## src/hw/rtl/int_key_hash_table_quadratic_probe_assert.svh

```systemverilog
// Assertion macros for the quadratic-probe hash table.
// Used by the top level only; the bodies are empty when SYNTH is defined.
`ifndef INT_KEY_HASH_TABLE_QUADRATIC_PROBE_ASSERT_SVH
`define INT_KEY_HASH_TABLE_QUADRATIC_PROBE_ASSERT_SVH
`ifndef SYNTH
`define IKHQP_ASSERT_SAME(label, ante, cons) \
    label: assert property (@(posedge i_clk) disable iff (!i_rst_n) (ante) |-> (cons)) \
        else $error("ikhqp assertion failed");
`define IKHQP_ASSERT_NEXT(label, ante, cons) \
    label: assert property (@(posedge i_clk) disable iff (!i_rst_n) (ante) |=> (cons)) \
        else $error("ikhqp assertion failed");
`else
`define IKHQP_ASSERT_SAME(label, ante, cons)
`define IKHQP_ASSERT_NEXT(label, ante, cons)
`endif
`endif

```

## src/hw/rtl/ikhqp_pkg.sv

```systemverilog
// Shared types, codes and helpers for the quadratic-probe hash table.
// No dependencies; used by ikhqp_mod and the top level.
package ikhqp_pkg;

    localparam int SIZE_W = 11;
    localparam int KEY_W  = 32;
    localparam int VAL_W  = 32;

    localparam logic [1:0] REQ_INSERT = 2'd0;
    localparam logic [1:0] REQ_LOOKUP = 2'd1;
    localparam logic [1:0] REQ_REMOVE = 2'd2;

    localparam logic [2:0] ST_OK        = 3'd0;
    localparam logic [2:0] ST_ZERO_KEY  = 3'd1;
    localparam logic [2:0] ST_OVERLOAD  = 3'd2;
    localparam logic [2:0] ST_NOT_FOUND = 3'd3;
    localparam logic [2:0] ST_NO_SLOT   = 3'd4;

    localparam logic [SIZE_W-1:0] SIZE_RESET = 11'd769;
    localparam logic [1:0] ADDR_TABLE_SIZE = 2'd0;

    typedef struct packed {
        logic [1:0]       req_type;
        logic [KEY_W-1:0] key;
        logic [VAL_W-1:0] value;
    } t_req;

    typedef struct packed {
        logic [2:0]        status;
        logic [VAL_W-1:0]  value_out;
        logic [SIZE_W-1:0] entry_count;
    } t_res;

    typedef struct packed {
        logic              done;
        logic [SIZE_W-1:0] key_rem;
        logic [SIZE_W-1:0] p32_rem;
    } t_mod_res;

    // One restoring step: (2r + b) mod size, with r < size.
    function automatic logic [SIZE_W-1:0] mod_step(input logic [SIZE_W-1:0] r,
                                                   input logic b,
                                                   input logic [SIZE_W-1:0] size);
        logic [SIZE_W:0] t;
        t = {r, b};
        if (t >= {1'b0, size}) begin
            t = t - {1'b0, size};
        end
        return t[SIZE_W-1:0];
    endfunction

    // (a + b) mod size, with a, b < size.
    function automatic logic [SIZE_W-1:0] mod_add(input logic [SIZE_W-1:0] a,
                                                  input logic [SIZE_W-1:0] b,
                                                  input logic [SIZE_W-1:0] size);
        logic [SIZE_W:0] t;
        t = {1'b0, a} + {1'b0, b};
        if (t >= {1'b0, size}) begin
            t = t - {1'b0, size};
        end
        return t[SIZE_W-1:0];
    endfunction

endpackage

```

## src/hw/rtl/ikhqp_mod.sv

```systemverilog
// Iterative remainder unit: key mod size and 2^32 mod size, four bits a cycle.
// Depends on ikhqp_pkg.
module ikhqp_mod (
    input  logic                            i_clk,
    input  logic                            i_rst_n,
    input  logic                            i_start,
    input  logic [ikhqp_pkg::KEY_W-1:0]     i_key,
    input  logic [ikhqp_pkg::SIZE_W-1:0]    i_size,
    output ikhqp_pkg::t_mod_res             o_res
);
    localparam int STEPS = 4;

    logic                         r_busy;
    logic                         r_done;
    logic [2:0]                   r_cnt;
    logic [ikhqp_pkg::KEY_W-1:0]  r_key;
    logic [ikhqp_pkg::SIZE_W-1:0] r_size;
    logic [ikhqp_pkg::SIZE_W-1:0] r_krem;
    logic [ikhqp_pkg::SIZE_W-1:0] r_prem;
    logic [ikhqp_pkg::SIZE_W-1:0] n_krem;
    logic [ikhqp_pkg::SIZE_W-1:0] n_prem;

    always_comb begin
        n_krem = r_krem;
        n_prem = r_prem;
        for (int i = 0; i < STEPS; i++) begin
            n_krem = ikhqp_pkg::mod_step(n_krem, r_key[ikhqp_pkg::KEY_W-1-i], r_size);
            n_prem = ikhqp_pkg::mod_step(n_prem, 1'b0, r_size);
        end
    end

    always_ff @(posedge i_clk) begin
        if (!i_rst_n) begin
            r_busy <= 1'b0;
            r_done <= 1'b0;
            r_cnt  <= '0;
        end else if (i_start) begin
            r_busy <= 1'b1;
            r_done <= 1'b0;
            r_cnt  <= '0;
        end else if (r_busy) begin
            r_cnt <= r_cnt + 3'd1;
            if (r_cnt == 3'd7) begin
                r_busy <= 1'b0;
                r_done <= 1'b1;
            end
        end
    end

    always_ff @(posedge i_clk) begin
        if (i_start) begin
            r_key  <= i_key;
            r_size <= i_size;
            r_krem <= '0;
            // 2^32 starts from a leading one; size is at least two
            r_prem <= ikhqp_pkg::SIZE_W'(1);
        end else if (r_busy) begin
            r_key  <= r_key << STEPS;
            r_krem <= n_krem;
            r_prem <= n_prem;
        end
    end

    assign o_res.done    = r_done;
    assign o_res.key_rem = r_krem;
    assign o_res.p32_rem = r_prem;

endmodule

```

## config.mk

```make
export PLATFORM = sky130hd
export DESIGN_NAME = ikhqp_mod
export DESIGN_NICKNAME = d
export VERILOG_FILES = /design/src/hw/rtl/int_key_hash_table_quadratic_probe_assert.svh /design/src/hw/rtl/ikhqp_pkg.sv /design/src/hw/rtl/ikhqp_mod.sv
export SDC_FILE = /design/constraint.sdc
export NUM_CORES = 1
export LEC_CHECK = 0
export BUFFER_PORTS_ARGS = -buffer_cell sky130_fd_sc_hd__buf_2
export CAP_MARGIN = 20
export CORE_UTILIZATION = 45
export DETAILED_ROUTE_END_ITERATION = 6
export PLACE_DENSITY = 0.73
export SLEW_MARGIN = 20
export SYNTH_ARGS = -nofsm -noshare
export SYNTH_HDL_FRONTEND = slang
export SYNTH_SLANG_ARGS = --single-unit
```

## constraint.sdc

```tcl
create_clock -name i_clk -period 25.3 [get_ports i_clk]
set_input_delay 2.53 -clock i_clk [delete_from_list [all_inputs] [get_ports i_clk]]
set_output_delay 2.53 -clock i_clk [all_outputs]
set_load 0.02 [all_outputs]
```

Word-level counts from Yosys, hierarchy flattened
Index checks and enable logic that the tools add are counted.
{"block": "totals", "register_bits": 70, "latchBits": 0, "ramBits": 0, "rom_bits": 0, "in_bits": 46, "output_inout_bits": 23, "mem_count": 0}
{"block": "op_classes", "addsub": 9, "n_mul": 0, "div": 0, "order_cmp": 8, "n_eq_ne": 1, "n_shift": 0, "muxes": 13, "bitwise_logic": 1, "n_reduce_logical": 3}
{"op": "12-bit by 11-bit greater-or-equal comparator with 1-bit output", "n": 8}
{"op": "11-bit two-way mux", "n": 8}
{"op": "11-bit subtractor", "n": 8}
{"op": "32-bit two-way mux", "n": 2}
{"op": "3-bit by 1-bit adder with 3-bit output, second input constant", "n": 1}
{"op": "3-bit == test, second input constant", "n": 1}
{"op": "1-bit two-way mux", "n": 3}
{"op": "2-bit AND reduction", "n": 1}
{"op": "2-bit nonzero test", "n": 1}
{"op": "2-bit OR reduction", "n": 1}
{"op": "1-bit inverter", "n": 1}

Longest topological paths before layout
{"block": "depth", "word_depth": 8, "ltp_mapped": 42}

Worst setup path before layout
OpenSTA, ideal clock, no wires.
{"block": "synth_path", "path_type": "reg2reg", "startpoint": "register r_size[0] (netlist name)", "endpoint": "register r_krem[2] (netlist name)", "arrival_ps": 8942, "t_required_ps": 25186, "setup_slack_ps": 16244, "stages_incl_launch_ff": 38, "cell_sequence": "edfxtp_1 -> ha_1 -> fa_1 -> nand2b_1 -> a211oi_1 -> o31ai_1 -> nand2_1 -> buf_1 -> mux2_2 -> ha_1 -> and3_1 -> a221oi_2 -> and2_1 -> o31ai_1 -> a31oi_1 -> buf_2 -> clkbuf_1 -> o21ai_0 -> [... 2 more ...] -> a221oi_1 -> a21oi_1 -> o221a_2 -> a211o_1 -> clkbuf_1 -> a222oi_1 -> ha_1 -> nor2b_1 -> o21ai_0 -> a21boi_0 -> o21a_1 -> nor2_1 -> o21ai_0 -> a211o_1 -> a221o_1 -> buf_2 -> buf_6 -> a2111oi_0"}
{"block": "synth_between", "elab_chain_cells": 8, "elab_cells_between_ends": 12, "classes_between": "add/sub: 4; order compare: 4; mux: 4"}
{"element": "start, declared", "line": "ikhqp_mod.sv:17", "text": "logic [ikhqp_pkg::SIZE_W-1:0] r_size;"}
{"element": "start signal, assigned", "line": "ikhqp_mod.sv:53", "text": "r_size <= i_size;"}
{"element": "11-bit subtractor or 12-bit by 11-bit greater-or-equal comparator with 1-bit output (tied branches)", "line": "ikhqp_pkg.sv:47, ikhqp_pkg.sv:46"}
{"element": "11-bit two-way mux", "line": "ikhqp_pkg.sv:46", "text": "if (t >= {1'b0, size}) begin"}
{"element": "11-bit subtractor or 12-bit by 11-bit greater-or-equal comparator with 1-bit output (tied branches)", "line": "ikhqp_pkg.sv:47, ikhqp_pkg.sv:46"}
{"element": "11-bit two-way mux", "line": "ikhqp_pkg.sv:46"}
{"element": "12-bit by 11-bit greater-or-equal comparator with 1-bit output or 11-bit subtractor (tied branches)", "line": "ikhqp_pkg.sv:46, ikhqp_pkg.sv:47"}
{"element": "11-bit two-way mux", "line": "ikhqp_pkg.sv:46"}
{"element": "11-bit subtractor or 12-bit by 11-bit greater-or-equal comparator with 1-bit output (tied branches)", "line": "ikhqp_pkg.sv:47, ikhqp_pkg.sv:46"}
{"element": "11-bit two-way mux (*)", "line": "ikhqp_pkg.sv:46"}
{"element": "end signal, assigned", "line": "ikhqp_mod.sv:59", "text": "r_krem <= n_krem;"}
{"element": "end, declared", "line": "ikhqp_mod.sv:18", "text": "logic [ikhqp_pkg::SIZE_W-1:0] r_krem;"}
Every way passes the cells marked *; elsewhere a longest branch is shown, timed or not.
A chain may end at the register's enable or synchronous reset.

Worst setup path after layout
{"block": "layout_path", "startpoint": "register r_size[0] (netlist name)", "endpoint": "register r_krem[6] (netlist name)"}
{"block": "layout_between", "elab_chain_cells": 8, "elab_cells_between_ends": 12, "classes_between": "add/sub: 4; order compare: 4; mux: 4"}
{"element": "11-bit subtractor or 12-bit by 11-bit greater-or-equal comparator with 1-bit output (tied branches)", "line": "ikhqp_pkg.sv:47, ikhqp_pkg.sv:46"}
{"element": "11-bit two-way mux", "line": "ikhqp_pkg.sv:46"}
{"element": "11-bit subtractor or 12-bit by 11-bit greater-or-equal comparator with 1-bit output (tied branches)", "line": "ikhqp_pkg.sv:47, ikhqp_pkg.sv:46"}
{"element": "11-bit two-way mux", "line": "ikhqp_pkg.sv:46"}
{"element": "11-bit subtractor or 12-bit by 11-bit greater-or-equal comparator with 1-bit output (tied branches)", "line": "ikhqp_pkg.sv:47, ikhqp_pkg.sv:46"}
{"element": "11-bit two-way mux", "line": "ikhqp_pkg.sv:46"}
{"element": "11-bit subtractor or 12-bit by 11-bit greater-or-equal comparator with 1-bit output (tied branches)", "line": "ikhqp_pkg.sv:47, ikhqp_pkg.sv:46"}
{"element": "11-bit two-way mux (*)", "line": "ikhqp_pkg.sv:46"}
Marks and branches as above.

==> Implementation_results.wiki <==
{| class="wikitable"
! Metric !! Value
|-
| Hold path depth || 2
|-
| Final number of hold-violating endpoints || 0
|-
| Die outline height || 130 um
|-
| Slowest stage cell, crit path || edfxtp_1
|-
| DR pass1 iterations || 6
|-
| Number of vias after detailed routing || between 6000 and 7000
|-
| Data required time of the critical path || about 25 ns
|-
| Share of the synthesized area in compound gates (AO/OA/AOI/OAI) || between 20 and 25%
|-
| Share of cells above drive strength 1 || roughly 17%
|-
| Total of max-cap violations || 0
|-
| Total congestion overflow || 0
|-
| Flops & latches, synth || 70
|-
| Antenna violations before repair || 1
|-
| Final WL || between 15 and 20 mm
|-
| Placer congestion estimate || around 1.0
|-
| Row count || 46
|-
| Initial core utilization || a little under half
|-
| Yosys warnings || 0
|-
| Main combinational cell family by area after synthesis || compound AO/OA/AOI/OAI gates
|-
| Post-synthesis share of cell area spent on full adders, half adders and majority gates || ~16%
|-
| Status || finished, final reports clean
|-
| Min Tclk post-route || around 11 ns
|-
| Number of enable-type register cells in the synthesized netlist || 43
|-
| Crit-path max FO || 21
|-
| GR Layer Usage met1 || between 30% and 40%
|-
| Worst slew pin tran || about 0.95 ns
|-
| Routing usage on met2 || about two fifths
|-
| CP max stage delay || roughly 0.66 ns
|-
| Clock sink count || 70
|-
| Buffer depth of the longest clock path || 2
|-
| Final Max Slew Viols || 0
|-
| Number of setup violations in the final report || 0
|-
| Simple-gate share of the synthesized area || roughly 16%
|-
| Number of DRC violations after detailed-routing iteration 0 || 437
|-
| CTS HTree Levels || 3
|-
| Synth Flop Type || edfxtp_1
|-
| Met3 track utilization from global routing || 4.14%
|-
| First-pass GRT wire length || approximately 31 mm
|-
| Post-route setup TNS || 0 ns
|-
| Setup repair after global routing missed its margin || false
|-
| Post-CTS setup repair buffer count || 0
|-
| Post-DR wirelength/cell || between 15 and 20 um
|-
| Number of nets produced by synthesis || between 900 and 1000
|-
| Parity-gate share of the synthesized area counting xor and xnor cells || roughly 6.4%
|-
| Number of CTS-inserted buffers || 9
|-
| CTS Root Cell || clkbuf_16
|-
| Core outline area || roughly 0.016 sq mm
|-
| Register-to-Register Path Depth || 37
|-
| Clock transition at the register clock pins on the worst setup and hold paths after CTS || roughly 0.05 ns
|-
| Share of flip-flops with an asynchronous set or reset || 0%
|-
| P&R area growth vs syn || 11.1%
|-
| Number of placed I/O pins || 69
|-
| Post-synthesis area per instance || roughly 8.8 sq um
|-
| Filler cell count || between 1500 and 2000
|-
| Aggregate global-route resource usage || a little under a quarter
|-
| Classification of the worst setup path || flop to flop
|-
| Gate Count Post-Synth || 835
|-
| Number of nets in the finished design || slightly above 1000
|-
| Antenna Violating Nets Remaining || 0
|-
| Peak-usage layer in the global routing report || met2
|-
| Multiplexer share of the synthesized area || about a tenth
|-
| Clock tree from TritonCTS || built
|-
| Quantity of I/O buffers inserted on ports || just under 70
|-
| Post-DP HPWL || 15.2 mm
|-
| Largest net degree at the start of global routing || 64
|-
| Final period utilization || between 40% and 50%
|-
| Hold-fix buffer count after cts || 0
|-
| Total inserted antenna cells || 0
|-
| Via count normalized by instance count || 5.85
|-
| Via count of the first global-routing pass || roughly 6300
|-
| Worst EP arrival || around 11 ns
|-
| Resized Gates After CTS || 0
|-
| Relative slew slack || a little over a third
|-
| DRC Markers || 0
|-
| Startpoint types || flop
|-
| Critical Path Sink Type || flop
|-
| Clock latency at the later pin of the worst-skew pair || 0.32 ns
|-
| Path category of the worst min-delay check || flop to flop
|-
| Fin util || between 50% and 60%
|-
| Number of distinct library cell variants in the gate-level netlist after synthesis || 68
|-
| Netlist area before placement || 0.00734 sq mm
|-
| Largest clock skew in the final design || roughly 0.0039 ns
|-
| Sequential fraction of the synthesis area || around a quarter
|-
| Die ar. || 0.0168 sq mm
|-
| Highest clock frequency the design can meet || 94.8 MHz
|-
| Width of the die || between 100 and 150 um
|}
[cells in the final DEF (no fill, tap or decap), types with 5 or more instances in the layout]
| cell type | n |
|---|---|
| xnor2_1 | 36 |
| nor2_1 | 90 |
| and2_1 | 8 |
| nand2_1 | 44 |
| o21bai_1 | 6 |
| and3_1 | 9 |
| o21a_1 | 14 |
| or3_1 | 7 |
| o211ai_1 | 5 |
| buf_4 | 6 |
| edfxtp_1 | 43 |
| dfxtp_1 | 27 |
| a21o_1 | 18 |
| clkbuf_16 | 9 |
| nand3_1 | 7 |
| or2_2 | 5 |
| inv_1 | 52 |
| a221o_1 | 5 |
| fa_1 | 5 |
| mux2i_1 | 14 |
| a21boi_0 | 6 |
| a31oi_1 | 8 |
| a2111oi_0 | 9 |
| mux2_2 | 52 |
| xor2_1 | 18 |
| buf_2 | 68 |
| nand4_1 | 11 |
| o31ai_1 | 6 |
| a211oi_1 | 11 |
| nor2b_1 | 15 |
| nand2b_1 | 13 |
| nor3_1 | 27 |
| o21ai_0 | 50 |
| a21oi_1 | 52 |
| ha_1 | 87 |
[cell families (layout without fill, tap and decap cells)]
kind of cell             count (synthesis)  after routing
buffers and inverters                   76            142
multiplexers                            68             68
XOR/XNOR                                54             54
flip-flops                              70             70
AO/OA/AOI/OAI                          226            226
AND/OR/NAND/NOR                        249            249
adder cells (fa/ha/maj)                 92             92
[per-stage QoR]
step	instance area [sq um]	cells	hold WS [ns]	worst slack [ns]
6_report	8160	1117	0.483	14.75
5_1_grt	8160	1117	0.505	13.87
4_1_cts	8160	1117	0.483	14.88
3_5_place_dp	7870	1101	0.469	14.92
3_3_place_gp	7870	1101	0.458	14.97
2_1_floorplan	7340	835	0.438	16.24
[worst max-delay path, delay by kind of cell, from the launching register on]
| kind | cells | cell delay, ns |
|---|---|---|
| flip-flops | 1 | 0.66 |
| AO/OA/AOI/OAI | 19 | 5.21 |
| multiplexers | 1 | 0.43 |
| buffers and inverters | 3 | 0.57 |
| AND/OR/NAND/NOR | 9 | 1.49 |
| adder cells (fa/ha/maj) | 5 | 2.03 |
[cell type report]
class / instances / area [sq um] / area share [%]
multi-input cells: 689 / 5190 / 63.7
well taps: 216 / 270 / 3.31
repair buffers: 74 / 385 / 4.73
inverters: 52 / 195 / 2.39
flip-flops and latches: 70 / 1830 / 22.5
clock inverters: 6 / 52.6 / 0.644
clock buffers: 10 / 229 / 2.81
[synth_stat cells, types with 6 or more instances]
master,number,area (sq um)
nand2b_1,13,81.3
a211oi_1,11,82.6
edfxtp_1,43,1290
nand4_1,11,68.8
nor2b_1,15,93.8
xor2_1,18,158
nand3_1,7,35.0
dfxtp_1,27,541
mux2_2,52,586
o21ai_0,50,250
or3_1,7,43.8
inv_1,52,195
a21oi_1,52,260
nor3_1,27,135
nor2_1,90,338
mux2i_1,14,140
nand2_1,44,165
clkbuf_1,12,45.0
o21a_1,14,105
a2111oi_0,9,78.8
and2_1,8,50.1
a31oi_1,8,50.1
xnor2_1,36,315
a21o_1,18,135
o21bai_1,6,45.0
a21boi_0,6,45.0
o31ai_1,6,45.0
and3_1,9,56.3
ha_1,87,1090
[registers in the layout, indices dropped and copies added (netlist names)]
signal / flops
r_busy: 1
r_prem: 11
r_key: 32
r_size: 11
r_krem: 11
r_cnt: 3
r_done: 1
[per-layer routing]
layer | wire length, um | share of wire [%]
met4 | 561 | 2.9
met3 | 1350 | 6.9
met5 | 0 | 0
met2 | 8950 | 46
met1 | 8760 | 45
[worst paths after layout]
path              startpoint   endpoint  slack [ns]
setup / recovery   r_size[0]  r_krem[6]       14.75
hold / removal        r_done     r_done        0.48
setup reg to reg   r_size[0]  r_krem[6]       14.75
hold reg to reg       r_done     r_done        0.48
Power is not shown: default switching activity piles up to over one toggle a cycle in this logic, so the estimate is an artifact.
